`config.mk`:
```
export PLATFORM = sky130hd
export DESIGN_NAME = fan_tach_rpm_meter_core
export DESIGN_NICKNAME = d
export VERILOG_FILES = /design/src/sv/ftach_pkg.sv /design/src/sv/ftach_cfg_regs.sv /design/src/sv/ftach_div.sv /design/src/sv/fan_tach_rpm_meter_core.sv
export SDC_FILE = /design/constraint.sdc
export NUM_CORES = 1
export LEC_CHECK = 0
export BUFFER_PORTS_ARGS = -buffer_cell sky130_fd_sc_hd__buf_2
export CAP_MARGIN = 0
export CORE_MARGIN = 10
export CORE_UTILIZATION = 65
export DETAILED_ROUTE_END_ITERATION = 10
export PLACE_DENSITY = 0.92
export REMOVE_ABC_BUFFERS = 1
export SLEW_MARGIN = 10
export SYNTH_ARGS = -nofsm -noshare
export SYNTH_HDL_FRONTEND = slang
export SYNTH_SLANG_ARGS = --single-unit
```
`constraint.sdc`:
```
create_clock -name clk_i -period 11.2 [get_ports clk_i]
set_clock_uncertainty 0.1 [all_clocks]
set_input_delay 3.36 -clock clk_i [delete_from_list [all_inputs] [get_ports clk_i]]
set_output_delay 3.36 -clock clk_i [all_outputs]
set_load 0.03 [all_outputs]
```
`src/sv/ftach_pkg.sv`:
```
// Shared types and constants for the fan tachometer rpm meter.
`timescale 1ns / 1ps
package ftach_pkg;

  localparam int CountW  = 32;  // accepted edge count
  localparam int TimeW   = 32;  // microsecond timestamp
  localparam int MinPW   = 16;
  localparam int PprW    = 4;
  localparam int MsW     = 16;
  localparam int RpmMaxW = 16;
  localparam int RpmW    = 17;

  localparam int MulAW   = 32;
  localparam int MulBW   = 16;
  localparam int MulPW   = MulAW + MulBW;

  localparam int NumW    = CountW + MulBW;   // count * 60000
  localparam int DenW    = PprW + MsW;       // ppr * ms
  localparam int DivNW   = NumW + 2;         // 2*num + den
  localparam int DivDW   = DenW + 1;         // 2*den

  // 60 s * 1000 ms
  localparam logic [MulBW-1:0] RpmScale  = 16'd60000;
  // ceil(2^18 / 5): floor(x/5) = (x * Div5Recip) >> 18, exact for 16-bit x
  localparam logic [MulBW-1:0] Div5Recip = 16'd52429;
  localparam int               Div5Shift = 18;

  localparam int CfgAddrW = 5;
  localparam int CfgDataW = 32;

  // register indexes
  localparam logic [2:0] RegMinPulse = 3'd0;
  localparam logic [2:0] RegPpr      = 3'd1;
  localparam logic [2:0] RegSampleMs = 3'd2;
  localparam logic [2:0] RegRpmMax   = 3'd3;
  localparam logic [2:0] RegDisabled = 3'd4;

  // input commands
  localparam logic CmdEdge   = 1'b0;
  localparam logic CmdSample = 1'b1;

  typedef struct packed {
    logic [MinPW-1:0]   min_pulse_us;
    logic [PprW-1:0]    pulses_per_rev;
    logic [MsW-1:0]     sample_ms;
    logic [RpmMaxW-1:0] rpm_max;
    logic               disabled;
  } cfg_t;

  typedef struct packed {
    logic done;  // one-cycle pulse after the last step
    logic ovf;   // quotient does not fit in RpmW bits
  } div_stat_t;

endpackage

```
`src/sv/ftach_cfg_regs.sv`:
```
// APB-style configuration register file for the fan tachometer.
`timescale 1ns / 1ps
module ftach_cfg_regs (
  input  logic                               clk_i,
  input  logic                               rst_ni,
  input  logic                               psel,
  input  logic                               penable,
  input  logic                               pwrite,
  input  logic [ftach_pkg::CfgAddrW-1:0]     paddr,
  input  logic [ftach_pkg::CfgDataW-1:0]     pwdata,
  output logic [ftach_pkg::CfgDataW-1:0]     prdata,
  output logic                               pready,
  output ftach_pkg::cfg_t                    cfg_o
);

  ftach_pkg::cfg_t cfg_q, cfg_d;
  logic [2:0]      idx;
  logic            wr_en;

  assign idx    = paddr[4:2];
  assign wr_en  = psel & penable & pwrite;
  assign pready = 1'b1;
  assign cfg_o  = cfg_q;

  always_comb begin
    cfg_d = cfg_q;
    if (wr_en) begin
      case (idx)
        ftach_pkg::RegMinPulse: cfg_d.min_pulse_us   = pwdata[ftach_pkg::MinPW-1:0];
        ftach_pkg::RegPpr:      cfg_d.pulses_per_rev = pwdata[ftach_pkg::PprW-1:0];
        ftach_pkg::RegSampleMs: cfg_d.sample_ms      = pwdata[ftach_pkg::MsW-1:0];
        ftach_pkg::RegRpmMax:   cfg_d.rpm_max        = pwdata[ftach_pkg::RpmMaxW-1:0];
        ftach_pkg::RegDisabled: cfg_d.disabled       = pwdata[0];
        default: ;
      endcase
    end
  end

  always_comb begin
    case (idx)
      ftach_pkg::RegMinPulse: prdata = 32'(cfg_q.min_pulse_us);
      ftach_pkg::RegPpr:      prdata = 32'(cfg_q.pulses_per_rev);
      ftach_pkg::RegSampleMs: prdata = 32'(cfg_q.sample_ms);
      ftach_pkg::RegRpmMax:   prdata = 32'(cfg_q.rpm_max);
      ftach_pkg::RegDisabled: prdata = 32'(cfg_q.disabled);
      default:                prdata = '0;
    endcase
  end

  always_ff @(posedge clk_i or negedge rst_ni) begin
    if (!rst_ni) begin
      cfg_q.min_pulse_us   <= 16'd1000;
      cfg_q.pulses_per_rev <= 4'd2;
      cfg_q.sample_ms      <= 16'd1000;
      cfg_q.rpm_max        <= 16'd3000;
      cfg_q.disabled       <= 1'b0;
    end else begin
      cfg_q <= cfg_d;
    end
  end

endmodule

```
`src/sv/ftach_div.sv`:
```
// Bit-serial restoring divider, one quotient bit per cycle.
`timescale 1ns / 1ps
module ftach_div (
  input  logic                            clk_i,
  input  logic                            rst_ni,
  input  logic                            start_i,
  input  logic [ftach_pkg::DivNW-1:0]     num_i,
  input  logic [ftach_pkg::DivDW-1:0]     den_i,
  output logic [ftach_pkg::RpmW-1:0]      quot_o,
  output ftach_pkg::div_stat_t            stat_o
);

  localparam int CntW = $clog2(ftach_pkg::DivNW + 1);
  localparam logic [CntW-1:0] NumSteps = CntW'(ftach_pkg::DivNW);

  logic [ftach_pkg::DivNW-1:0] n_q;
  logic [ftach_pkg::DivDW-1:0] d_q;
  logic [ftach_pkg::DivDW-1:0] r_q, r_d;
  logic [ftach_pkg::RpmW-1:0]  q_q;
  logic                        ovf_q;
  logic [CntW-1:0]             cnt_q;
  logic                        busy_q;
  logic                        done_q;
  logic [ftach_pkg::DivDW:0]   r_sh;
  logic                        q_bit;

  // trial subtract; remainder stays below the divisor
  always_comb begin
    r_sh  = {r_q, n_q[ftach_pkg::DivNW-1]};
    q_bit = (r_sh >= {1'b0, d_q});
    r_d   = q_bit ? ftach_pkg::DivDW'(r_sh - {1'b0, d_q}) : r_sh[ftach_pkg::DivDW-1:0];
  end

  always_ff @(posedge clk_i or negedge rst_ni) begin
    if (!rst_ni) begin
      busy_q <= 1'b0;
      done_q <= 1'b0;
      cnt_q  <= '0;
    end else begin
      done_q <= 1'b0;
      if (start_i) begin
        busy_q <= 1'b1;
        cnt_q  <= '0;
      end else if (busy_q) begin
        cnt_q <= cnt_q + 1'b1;
        if (cnt_q == NumSteps - 1'b1) begin
          busy_q <= 1'b0;
          done_q <= 1'b1;
        end
      end
    end
  end

  always_ff @(posedge clk_i) begin
    if (start_i) begin
      n_q   <= num_i;
      d_q   <= den_i;
      r_q   <= '0;
      q_q   <= '0;
      ovf_q <= 1'b0;
    end else if (busy_q) begin
      n_q   <= {n_q[ftach_pkg::DivNW-2:0], 1'b0};
      r_q   <= r_d;
      q_q   <= {q_q[ftach_pkg::RpmW-2:0], q_bit};
      ovf_q <= ovf_q | q_q[ftach_pkg::RpmW-1];
    end
  end

  assign quot_o      = q_q;
  assign stat_o.done = done_q;
  assign stat_o.ovf  = ovf_q;

endmodule

```
`src/sv/fan_tach_rpm_meter_core.sv`:
```
// Top level of the fan tachometer rpm meter: edge counter, sequencer, shared multiplier, divider, config registers.
`timescale 1ns / 1ps
//
//  channel  | beat fields            | handshake
//  ---------+------------------------+--------------------------------
//  in       | cmd_i, now_us_i        | in_valid_i  / in_stall_o
//  out      | rpm_o, valid_res_o     | out_valid_o / out_stall_i
//  cfg      | paddr, pwdata, prdata  | psel, penable, pwrite, pready
//
//  An edge beat is taken whenever the sequencer is idle. After a sample
//  beat is taken the sequencer holds in_stall_o: the one 32x16 multiplier
//  does count*60000 in the accept cycle, then ppr*ms in S_DEN and the
//  rpm_max/5 reciprocal in S_LIM; the bit-serial divider works through the
//  50-bit numerator and then raises its done flag; then S_OUT loads the
//  output register, waiting while a previous result there is still stalled.
//  The finished result waits in the output register under out_stall_i; edges
//  keep being accepted then. Reset is asynchronous, active low; no clearing
//  pass is needed.
//
module fan_tach_rpm_meter_core (
  input  logic                            clk_i,
  input  logic                            rst_ni,
  // input channel
  input  logic                            in_valid_i,
  output logic                            in_stall_o,
  input  logic                            cmd_i,
  input  logic [ftach_pkg::TimeW-1:0]     now_us_i,
  // result channel
  output logic                            out_valid_o,
  input  logic                            out_stall_i,
  output logic [ftach_pkg::RpmW-1:0]      rpm_o,
  output logic                            valid_res_o,
  // configuration
  input  logic                            psel,
  input  logic                            penable,
  input  logic                            pwrite,
  input  logic [ftach_pkg::CfgAddrW-1:0]  paddr,
  input  logic [ftach_pkg::CfgDataW-1:0]  pwdata,
  output logic [ftach_pkg::CfgDataW-1:0]  prdata,
  output logic                            pready
);

  localparam logic [2:0] S_IDLE = 3'd0;
  localparam logic [2:0] S_DEN  = 3'd1;  // multiplier: ppr * ms
  localparam logic [2:0] S_LIM  = 3'd2;  // multiplier: rpm_max reciprocal, divider start
  localparam logic [2:0] S_DIV  = 3'd3;  // wait for divider
  localparam logic [2:0] S_OUT  = 3'd4;  // hand result to output register

  ftach_pkg::cfg_t      cfg;
  ftach_pkg::div_stat_t div_stat;

  logic [2:0] state_q, state_d;

  logic [ftach_pkg::CountW-1:0]  pulse_count_q;
  logic [ftach_pkg::TimeW-1:0]   last_edge_q;
  logic [ftach_pkg::NumW-1:0]    num_q;
  logic [ftach_pkg::DenW-1:0]    den_q;
  logic [ftach_pkg::RpmW-1:0]    lim_q;

  logic                          out_valid_q;
  logic [ftach_pkg::RpmW-1:0]    rpm_q;
  logic                          valid_res_q;

  logic [ftach_pkg::MulAW-1:0]   mul_a;
  logic [ftach_pkg::MulBW-1:0]   mul_b;
  logic [ftach_pkg::MulPW-1:0]   mul_p;

  logic                          in_fire;
  logic                          edge_ok;
  logic                          sample_go;
  logic [ftach_pkg::TimeW-1:0]   elapsed;
  logic [ftach_pkg::PprW-1:0]    ppr_eff;
  logic [ftach_pkg::MsW-1:0]     ms_eff;
  logic                          div_start;
  logic [ftach_pkg::DivNW-1:0]   div_num;
  logic [ftach_pkg::DivDW-1:0]   div_den;
  logic [ftach_pkg::RpmW-1:0]    quot;
  logic                          glitch;
  logic                          out_free;

  ftach_cfg_regs u_cfg (
    .clk_i   (clk_i),
    .rst_ni  (rst_ni),
    .psel    (psel),
    .penable (penable),
    .pwrite  (pwrite),
    .paddr   (paddr),
    .pwdata  (pwdata),
    .prdata  (prdata),
    .pready  (pready),
    .cfg_o   (cfg)
  );

  assign in_stall_o = (state_q != S_IDLE);
  assign in_fire    = in_valid_i & ~in_stall_o;

  // debounce: wrapping elapsed time since the last counted edge
  assign elapsed   = now_us_i - last_edge_q;
  assign edge_ok   = in_fire & (cmd_i == ftach_pkg::CmdEdge) & ~cfg.disabled &
                     (elapsed >= ftach_pkg::TimeW'(cfg.min_pulse_us));
  assign sample_go = in_fire & (cmd_i == ftach_pkg::CmdSample) & ~cfg.disabled;

  // zero ppr / ms treated as 1
  assign ppr_eff = (cfg.pulses_per_rev == '0) ? ftach_pkg::PprW'(1) : cfg.pulses_per_rev;
  assign ms_eff  = (cfg.sample_ms == '0) ? ftach_pkg::MsW'(1) : cfg.sample_ms;

  // shared multiplier operand select
  always_comb begin
    case (state_q)
      S_DEN: begin
        mul_a = ftach_pkg::MulAW'(ppr_eff);
        mul_b = ms_eff;
      end
      S_LIM: begin
        mul_a = ftach_pkg::MulAW'(cfg.rpm_max);
        mul_b = ftach_pkg::Div5Recip;
      end
      default: begin
        mul_a = pulse_count_q;
        mul_b = ftach_pkg::RpmScale;
      end
    endcase
  end
  assign mul_p = ftach_pkg::MulPW'(mul_a) * ftach_pkg::MulPW'(mul_b);

  // round half up: (2*num + den) / (2*den)
  assign div_start = (state_q == S_LIM);
  assign div_num   = {1'b0, num_q, 1'b0} + ftach_pkg::DivNW'(den_q);
  assign div_den   = {den_q, 1'b0};

  ftach_div u_div (
    .clk_i   (clk_i),
    .rst_ni  (rst_ni),
    .start_i (div_start),
    .num_i   (div_num),
    .den_i   (div_den),
    .quot_o  (quot),
    .stat_o  (div_stat)
  );

  assign glitch   = div_stat.ovf | (quot > lim_q);
  assign out_free = ~out_valid_q | ~out_stall_i;

  always_comb begin
    state_d = state_q;
    case (state_q)
      S_IDLE: if (sample_go) state_d = S_DEN;
      S_DEN:  state_d = S_LIM;
      S_LIM:  state_d = S_DIV;
      S_DIV:  if (div_stat.done) state_d = S_OUT;
      S_OUT:  if (out_free) state_d = S_IDLE;
      default: state_d = S_IDLE;
    endcase
  end

  always_ff @(posedge clk_i or negedge rst_ni) begin
    if (!rst_ni) begin
      state_q       <= S_IDLE;
      pulse_count_q <= '0;
      last_edge_q   <= '0;
      out_valid_q   <= 1'b0;
    end else begin
      state_q <= state_d;
      if (edge_ok) begin
        pulse_count_q <= pulse_count_q + 1'b1;
        last_edge_q   <= now_us_i;
      end else if (sample_go) begin
        pulse_count_q <= '0;
      end
      if (state_q == S_OUT && out_free) begin
        out_valid_q <= 1'b1;
      end else if (out_valid_q && !out_stall_i) begin
        out_valid_q <= 1'b0;
      end
    end
  end

  // datapath registers
  always_ff @(posedge clk_i) begin
    if (sample_go) begin
      num_q <= mul_p[ftach_pkg::NumW-1:0];
    end
    if (state_q == S_DEN) begin
      den_q <= mul_p[ftach_pkg::DenW-1:0];
    end
    if (state_q == S_LIM) begin
      // floor(rpm_max*6/5) = rpm_max + floor(rpm_max/5)
      lim_q <= ftach_pkg::RpmW'(cfg.rpm_max) +
               ftach_pkg::RpmW'(mul_p[ftach_pkg::Div5Shift +: ftach_pkg::RpmMaxW]);
    end
    if (state_q == S_OUT && out_free) begin
      rpm_q       <= glitch ? '0 : quot;
      valid_res_q <= ~glitch;
    end
  end

  assign out_valid_o = out_valid_q;
  assign rpm_o       = rpm_q;
  assign valid_res_o = valid_res_q;

endmodule
```
# After elaboration in Yosys (flattened, before gate mapping)
# Cells that the tools add are included.
[word_totals] word_cells=102 out_inout_bits=53 inputBits=77 regBits=341
[classes] n_mul=1 n_eq_ne=12 reduce_logical=17 add_sub_neg=6 n_mux=24 magnitude_cmp=3 n_bitwise=17
[op_table] op="50-bit two-way mux" count=2
[op_table] op="16-bit case mux with 5 select lines" count=1
[op_table] op="32-bit two-way mux" count=2
[op_table] op="32-bit case mux with 2 select lines" count=1
[op_table] op="49-bit by 20-bit adder with 50-bit output" count=1
[op_table] op="32-bit by 16-bit multiplier with 48-bit output" count=1
[op_table] op="32-bit by 1-bit adder with 32-bit output, second input constant" count=1
[op_table] op="32-bit by 16-bit >= comparator with 1-bit output" count=1
[op_table] op="16-bit case mux with 2 select lines" count=1
[op_table] op="32-bit subtractor" count=1
[op_table] op="22-bit by 21-bit >= comparator with 1-bit output" count=1
[op_table] op="21-bit two-way mux" count=1
[op_table] op="21-bit subtractor" count=1
[op_table] op="16-bit by 16-bit adder with 17-bit output" count=1
[op_table] op="17-bit greater-than comparator" count=1
[op_table] op="16-bit logical NOT" count=1
[op_table] op="16-bit two-way mux" count=1
[op_table] op="3-bit case mux with 5 select lines" count=1
[op_table] op="3-bit by 2-bit == test with 1-bit output, second input constant" count=4
[op_table] op="6-bit two-way mux" count=2
[op_table] op="2-bit AND reduction" count=5
[op_table] op="3-bit two-way mux" count=3
[op_table] op="1-bit bitwise AND" count=8
[op_table] op="1-bit two-way mux" count=8
[op_table] op="other kinds (16)" count=30

# Longest topological paths before layout
# Gate-level depths: netlist (run 1).
[logic_depth] word_depth=7 ltp_mapped=43 depth_no_buf=40

# By module
# A second synthesis (run 1) with hierarchy kept.
[unflattened] cells_unflattened=3522 area_unflattened_um2=34644.5
[by_module_without_submodules] module="fan_tach_rpm_meter_core" seq_area_each_um2=4794.6 instances=1 area_each_um2=26196.4 cells_per_inst=2845
[by_module_without_submodules] module="ftach_div" seq_area_each_um2=3113.0 instances=1 area_each_um2=5795.6 cells_per_inst=483
[by_module_without_submodules] module="ftach_cfg_regs" seq_area_each_um2=1351.3 instances=1 area_each_um2=2652.5 cells_per_inst=194

# Least setup slack after synthesis (run 1)
# OpenSTA, ideal clock, no wires.
[synth_timing] kind="register to register" from="register state_q[2]" to="register lim_q[16] (netlist name) (data pin)" path_buffers=3 t_arrival_ns=9.211 setup_slack_ns=1.627 required_time_ns=10.838 setup_time_ns=0.262 stages_incl_launch_ff=37 period_less_slack_ns=9.573 path_cell_list="dfrtp_1 > nand2b_1 > or2_2 > clkbuf_1 > clkinv_1 > clkbuf_1 > clkbuf_1 > nand2_1 > fa_1 > fa_1 > inv_1 > ha_1 > fa_1 > inv_1 > fa_1 > fa_1 > inv_1 > ha_1 > a2111oi_0 > o21ai_0 > a21o_1 > a31o_2 > a21oi_1 > xnor2_1 > ha_1 > inv_1 > fa_1 > nor2b_1 > o21ai_0 > a21boi_0 > o21ai_0 > nand2b_1 > a21o_1 > a41o_1 > o41ai_1 > o211a_1 > o21ai_0"
[synth_via] elab_chain_len=4 word_cells_on_any_way=6 cone_classes="add/sub: 1; mul: 1; eq/ne: 2; mux: 2"
[synth_rtl] element="from (decl)" line_no="fan_tach_rpm_meter_core.sv:52" text="logic [2:0] state_q, state_d;"
[synth_rtl] element="from (signal assigned)" line_no="fan_tach_rpm_meter_core.sv:163" text="state_q <= state_d;"
[synth_rtl] element="3-bit by 2-bit == test with 1-bit output or 3-bit by 1-bit == test with 1-bit output (tied branches)" line_no="fan_tach_rpm_meter_core.sv:109" text="case (state_q)"
[synth_rtl] element="32-bit case mux with 2 select lines or 16-bit case mux with 2 select lines (tied branches)" line_no="fan_tach_rpm_meter_core.sv:109"
[synth_rtl] element="32-bit by 16-bit multiplier with 48-bit output *" line_no="fan_tach_rpm_meter_core.sv:124" text="assign mul_p = ftach_pkg::MulPW'(mul_a) * ftach_pkg::MulPW'(mul_b);"
[synth_rtl] element="named net mul_p, one bit" line_no="fan_tach_rpm_meter_core.sv:66" text="logic [ftach_pkg::MulPW-1:0] mul_p;"
[synth_rtl] element="16-bit by 16-bit adder with 17-bit output *" line_no="fan_tach_rpm_meter_core.sv:188" text="lim_q <= ftach_pkg::RpmW'(cfg.rpm_max) +"
[synth_rtl] element="to (signal assigned)" line_no="fan_tach_rpm_meter_core.sv:188"
[synth_rtl] element="to (decl)" line_no="fan_tach_rpm_meter_core.sv:58" text="logic [ftach_pkg::RpmW-1:0] lim_q;"
# Mark *: on every way through the listed nets, which the timed path passes. The rest lies on a longest branch.
# A chain may end at the register's enable or synchronous reset.

# Final worst setup path (run 1)
# Same ends and word-level chain as after synthesis.

==> results of run 1 <==
==> metrics by stage <==
stage	worst slack, ps	setup TNS [ps]	hold slack [ps]	area [um^2]
6_report	426	0	368	37300
5_1_grt	138	0	385	37300
4_1_cts	573	0	361	37300
3_5_place_dp	757	0	346	36000
3_3_place_gp	1150	0	350	36000
2_1_floorplan	-4360	-178590	317	34500
==> final cells by class <==
cell class	instances	area [um^2]	share of cell area (%)
diodes	1	2.50	0.00670
clock buffers	55	1150	3.07
clock inverters	13	145	0.389
inverters	660	2480	6.64
multi-input cells	2620	22900	61.3
flip-flops and latches	341	9230	24.7
well taps	688	861	2.31
repair buffers	110	597	1.60
==> what timing repair did <==
item / 4_1_cts / 5_1_grt
gates resized for setup: 0 / 2
setup endpoints to repair: 0 / 2
setup buffers: 0 / 0
==> critical path: cells and delay by family, from the launching register on <==
family | cells | cell delay, ps
adders and majority gates | 8 | 3510
AOI/OAI and AO/OA | 13 | 3230
and+or+nand+nor | 9 | 2160
xor gates and xnor gates | 1 | 580
buffers and inverters | 4 | 470
DFF | 1 | 420
==> worst min-delay path by stage <==
stage | start | to | slack [ps] | cells past startpoint
2_1_floorplan | den_q[0]$_DFFE_PP_ | u_div.d_q[1]$_DFFE_PP_ | 320 | 0
3_3_place_gp | den_q[4]$_DFFE_PP_ | u_div.d_q[5]$_DFFE_PP_ | 350 | 0
3_5_place_dp | den_q[4]$_DFFE_PP_ | u_div.d_q[5]$_DFFE_PP_ | 350 | 0
4_1_cts | den_q[4]$_DFFE_PP_ | u_div.d_q[5]$_DFFE_PP_ | 360 | 0
5_1_grt | den_q[9]$_DFFE_PP_ | u_div.d_q[10]$_DFFE_PP_ | 390 | 0
6_report | den_q[4]$_DFFE_PP_ | u_div.d_q[5]$_DFFE_PP_ | 370 | 0
==> flip-flops by register name, summed over array words and instances, names as in the netlist, 3 cells and up <==
register,flops
num_q,48
state_q,3
last_edge_q,32
u_div.cnt_q,6
pulse_count_q,32
rpm_o,17
u_div.n_q,50
den_q,20
u_div.r_q,21
lim_q,17
u_div.d_q,20
u_div.quot_o,17
u_cfg.cfg_o,53
==> cell families (layout without fill, tap and decap cells) <==
family                     count (synthesis)  count (layout)  share of synthesized area [%]
buffers and inverters                    798             838                           9.02
xor gates and xnor gates                 138             138                           3.52
AOI/OAI and AO/OA                        566             566                           10.5
DFF                                      341             341                           26.9
adders and majority gates                664             664                           33.4
and+or+nand+nor                          909             909                           12.4
other                                      2             210                         0.0219
muxes                                    134             134                           4.32
==> Yosys cell counts (10+ instances only) <==
| master | n |
|---|---|
| inv_1 | 659 |
| fa_1 | 422 |
| nand2_1 | 382 |
| ha_1 | 242 |
| nor2_1 | 185 |
| edfxtp_1 | 173 |
| o21ai_0 | 151 |
| a21oi_1 | 149 |
| dfrtp_1 | 109 |
| clkbuf_1 | 97 |
| xnor2_1 | 92 |
| a21o_1 | 77 |
| nand3_1 | 69 |
| mux2_2 | 58 |
| xor2_1 | 46 |
| mux2i_1 | 45 |
| dfxtp_1 | 39 |
| nor3_1 | 37 |
| nand2b_1 | 30 |
| or3_1 | 30 |
| mux2_1 | 28 |
| nand4_1 | 27 |
| and3_1 | 25 |
| o21a_1 | 25 |
| nor3b_1 | 22 |
| buf_4 | 21 |
| nor4_1 | 21 |
| dfstp_2 | 20 |
| nor2b_1 | 20 |
| a211oi_1 | 16 |
| a22oi_1 | 15 |
| o211ai_1 | 15 |
| buf_1 | 14 |
| and2_1 | 12 |
| o21bai_1 | 11 |
| or2_2 | 11 |
| o22ai_1 | 10 |
==> placed cells by master, fill, tap and decap left out, drive strengths merged, types with 77 or more instances in the layout <==
cell type	count
a21o	77
a21oi	149
buf	110
conb	209
dfrtp	109
edfxtp	173
fa	422
ha	242
inv	662
mux2	86
nand2	382
nor2	186
o21ai	151
xnor2	92
==> routing by layer <==
layer	share of wire, %	GRT usage, %	wire [um]	vias to the layer above
met5	0.023	0	20	-
met4	6.2	15.5	5480	4
met3	8.3	6.40	7340	415
met2	50	47.8	43900	1414
met1	36	31.5	31300	13200
li1	-	-	-	11900
==> results.cfg, run 1 <==
[sta]
timing.final.max_slew_violations = 0
rsz0062_at_grt = false
setup_viol = 0
worst_pin_slew_ps = 1110
fin_crit_ps = 10770
slew_headroom_pct = 26.1
max_freq_mhz = 92.8
post-route-period-util_pct = 96.2
final_hold_viol_count = 0

[finish]
drive_above_1_share_pct = 7.53
fin_util_pct = 71.2
fill_cells = 3353
areaGrowthSynthToFinish_pct = 8.61
finalNonFillerCells = 4488
nets = 4512

[setup_path]
r2r_cells = 35
cp-end-kind = flip-flop
reg2reg_slack_ps = 430
crit_arrival_ps = 10960
crit_end = lim_q[16]$_DFFE_PP_
crit_path_max_incr_delay_ps = 580
crit_start = state_q[2]$_DFFE_PN0P_
worst-setup-path-type = flip-flop to flip-flop
crit_path_start_kind = flip-flop
timing.rr.start = state_q[2]$_DFFE_PN0P_
rr_endpoint = lim_q[16]$_DFFE_PP_
slowest_stage = xor2_1
crit_fanout = 44
required_ps = 11390

[clock_network]
cts_hold_buf = 0
clock_path_buffers = 3
htreeDepth = 2
cts_made_buffers = 38
cts.sinks = 341
clock-root-buffer = clkbuf_16
path_clk_slew_ps = 60
cts_tree = built
clk_latency_ps = 580

[outcome]
status = finished, final reports clean

[place]
dp.cells = 4419
portBuffers = 94
dp_hpwl_mm = 67.3
gp_congestion = 0.966

[worst_hold_path]
hold_class = flip-flop to flip-flop

[route]
dr.first_iter.drc_count = 2505
wire_per_inst_um = 19.6
postRouteAntennaNets = 0
wl_mm = 88.0
drc = 0
detail_route.first_pass.iterations = 6
viasPerCell = 6.00
route.vias.total = 26900

[yosys]
synth_area_leaders = fa_1, edfxtp_1, ha_1, dfrtp_1, inv_1
syn_inst = 3552
yosysSeqAreaShare_pct = 26.9
ys_async_sr_fraction_pct = 37.8
syn_avg_cell_area_um2 = 9.68
yosysUniqueCellTypes = 83
synth_flop_cell = edfxtp_1
ys_ff_latch = 341
yosysTopAreaCell = fa_1
synth_top_area_share_pct = 24.6
synth_edf_count = 173
ys_warn_count = 0
synth_area_um2 = 34400

[floorplanning]
initial_core_util_pct = 65.5
die_w_um = 250
die-area_um2 = 62500
dieHeight_um = 250
ioPinCount = 130
coreArea_um2 = 52400
rows = 84

[global_route]
grt_max_degree = 94
grt_antenna_before_repair = 3
grt_pass1_wl_mm = 142
gr-total-overflow = 0
grt_pass1_vias = 28300
track_usage_pct = 27.8

[flow_run]
maxCapViolCount = 0
Power of run 1 is left out: the tool's default activity adds up to more than one toggle a clock period on the data nets, which glitch-free logic cannot reach.
==> run 2: changes to the inputs <==
- ABC_AREA: default -> 1
- CORE_ASPECT_RATIO: default -> 1.25
- CTS_CLUSTER_SIZE: default -> 28
==> run 2 against run 1 <==
Global-route usage is 1.5 points higher. Highest routed layer is now met4. Wire length increased by 8.3%. Critical path depth up 2. Non-clock buffer count grew 6. Final cell count grew 22%.
==> results.cfg, run 2 <==
[outcome]
status = finished, final reports clean

[clock_network]
clk_latency_ps = 590
cts_hold_buf = 0
cts_made_buffers = 37
clock_path_buffers = 3
path_clk_slew_ps = 60
cts.sinks = 341
clock-root-buffer = clkbuf_16
post_cts_resize_count = 0
postCtsSetupRepairBufs = 0
htreeDepth = 2
cts_tree = built

[setup_path]
required_ps = 11420
crit_arrival_ps = 10360
worst-setup-path-type = flip-flop to flip-flop
crit_path_max_incr_delay_ps = 680
cp-end-kind = flip-flop
crit_fanout = 28
path_delay_family = adder cells
cp.buffers_inverters = 9
crit_path_start_kind = flip-flop
slowest_stage = xor2_1

[finish]
fin_util_pct = 71.4
areaGrowthSynthToFinish_pct = 8.62
diodes = 0
largest_register_ffs = 53
layout_commonest_cell = inv_1
nets = 5431
mostFrequentLayoutCells = inv_1, nand2_1, fa_1
drive_above_1_share_pct = 5.51

[sta]
timing.final.max_slew_violations = 0
max_freq_mhz = 98.6
post-route-period-util_pct = 90.6
fin_crit_ps = 10140
final_hold_viol_count = 0
hold_ws_ps = 360
setup_ws_ps = 1060
worst_pin_slew_ps = 1150
rsz0062_at_grt = false
setup_viol = 0
setup_tns_ps = 0
slew_headroom_pct = 23.6

[yosys]
syn_avg_cell_area_um2 = 8.14
ys_warn_count = 0
yosysUniqueCellTypes = 55
ys_ff_latch = 341
yosysSeqAreaShare_pct = 25.6
synth_common_cells = inv_1, nand2_1, fa_1, nor2_1, ha_1
yosysMostFrequentCell = inv_1
synth_top_area_share_pct = 23.4
synth_flop_cell = edfxtp_1
syn_inst = 4435
yosysTopAreaCell = fa_1
ys_async_sr_fraction_pct = 37.8
synth_area_leaders = fa_1, edfxtp_1, inv_1, nand2_1, ha_1
synth_edf_count = 173
synth_area_um2 = 36100

[place]
post-place-ws_ps = 1400
portBuffers = 94
gp_congestion = 0.959
dp_hpwl_mm = 76.3

[global_route]
grt_max_degree = 74
grt_pass1_vias = 31000
track_usage_pct = 29.3
grt_antenna_before_repair = 0
grt_pass1_wl_mm = 155
gr-total-overflow = 0

[route]
viasPerCell = 5.54
detail_route.first_pass.iterations = 6
wire_per_inst_um = 17.5
dr.first_iter.drc_count = 2720
wl_mm = 95.3
drc = 0
postRouteAntennaNets = 0
route.vias.total = 30200

[power_and_ir_drop]
power.leakage_nw = 20.3
p_per_area_nw_per_um2 = 237
total_power_mw = 9.30
irDropWorstVdd_v = 0.000419

[floorplanning]
coreArea_um2 = 54900
die-area_um2 = 65400
dieHeight_um = 283
die_w_um = 231
initial_core_util_pct = 65.7
ioPinCount = 130
rows = 96

[worst_hold_path]
hold_class = flip-flop to flip-flop

[flow_run]
maxCapViolCount = 0
run 2: changes by cell type after synthesis, sizes merged, moves of 33 or more:
| cell | previous run | this run |
|---|---|---|
| nand2 | 382 | 947 |
| inv | 659 | 1065 |
| nor2 | 186 | 344 |
| nand3 | 69 | 175 |
| mux2 | 86 | 0 |
| a21o | 77 | 6 |
| o21ai | 151 | 203 |
| xnor2 | 92 | 43 |
| xor2 | 46 | 94 |
| mux2i | 45 | 0 |
| clkbuf | 98 | 65 |
run 2: routing by layer:
metal  vias up  wire length (um)  global-route usage [%]
met4         0              6830                    18.8
met5         -                 0                       0
met2      1423             47700                    50.6
li1      14000                 -                       -
met3       415              6520                    4.38
met1     14400             34300                    33.6
run 2: logic make-up (layout without fill, tap and decap cells):
family          Yosys count  after routing  share of synthesized area (%)
compound gates          494            494                           7.73
simple gates           1622           1622                           18.9
other cells               2            209                         0.0208
fa+ha+maj               664            664                           31.8
flops                   341            341                           25.6
xor+xnor                137            137                           3.33
buf+inv                1175           1252                           12.6
run 2: final cells by class:
class	instances	area (um^2)
Tap cell	735	920
Multi-Input combinational cell	3126	23100
Clock buffer	50	1040
Clock inverter	18	251
Sequential cell	341	9230
Timing Repair Buffer	116	642
Fill cell	3926	15700
Inverter	1068	4010
run 2: worst register-to-register path: cells and delay by family (launching register included):
kind	cells	cell delay (ps)
adders and majority gates	8	4100
DFF	1	410
and+or+nand+nor	15	2350
buffers and inverters	9	1340
AOI/OAI and AO/OA	3	770
xor gates and xnor gates	2	810
run 2: final timing paths:
path | start | endpoint | slack [ps] | depth (start not counted)
setup reg to reg | state_q[2]$_DFFE_PN0P_ | lim_q[12]$_DFFE_PP_ | 1060 | 37
min in group asynchronous | rst_ni | u_div.cnt_q[2]$_DFFE_PN0P_ | 2630 | 1
hold / removal | den_q[4]$_DFFE_PP_ | u_div.d_q[5]$_DFFE_PP_ | 360 | 0
max in group asynchronous | rst_ni | u_cfg.cfg_o[30]$_DFFE_PN0P_ | 6940 | 2
hold reg to reg | den_q[4]$_DFFE_PP_ | u_div.d_q[5]$_DFFE_PP_ | 360 | 0
setup / recovery | state_q[2]$_DFFE_PN0P_ | lim_q[12]$_DFFE_PP_ | 1060 | 37
run 2: where the power goes:
| part | internal (mW) | total [mW] | switching (mW) |
|---|---|---|---|
| sequential | 1.74 | 1.85 | 0.116 |
| clock | 0.754 | 1.29 | 0.536 |
| combinational | 2.01 | 6.15 | 4.14 |
| total | 4.50 | 9.30 | 4.79 |
run 2: stage by stage:
stage,instance area [um^2],instances
2_1_floorplan,36300,4535
3_3_place_gp,37900,5386
3_5_place_dp,37900,5386
4_1_cts,39200,5454
5_1_grt,39200,5454
6_report,39200,5454
Power figures use the tool's default switching activity.
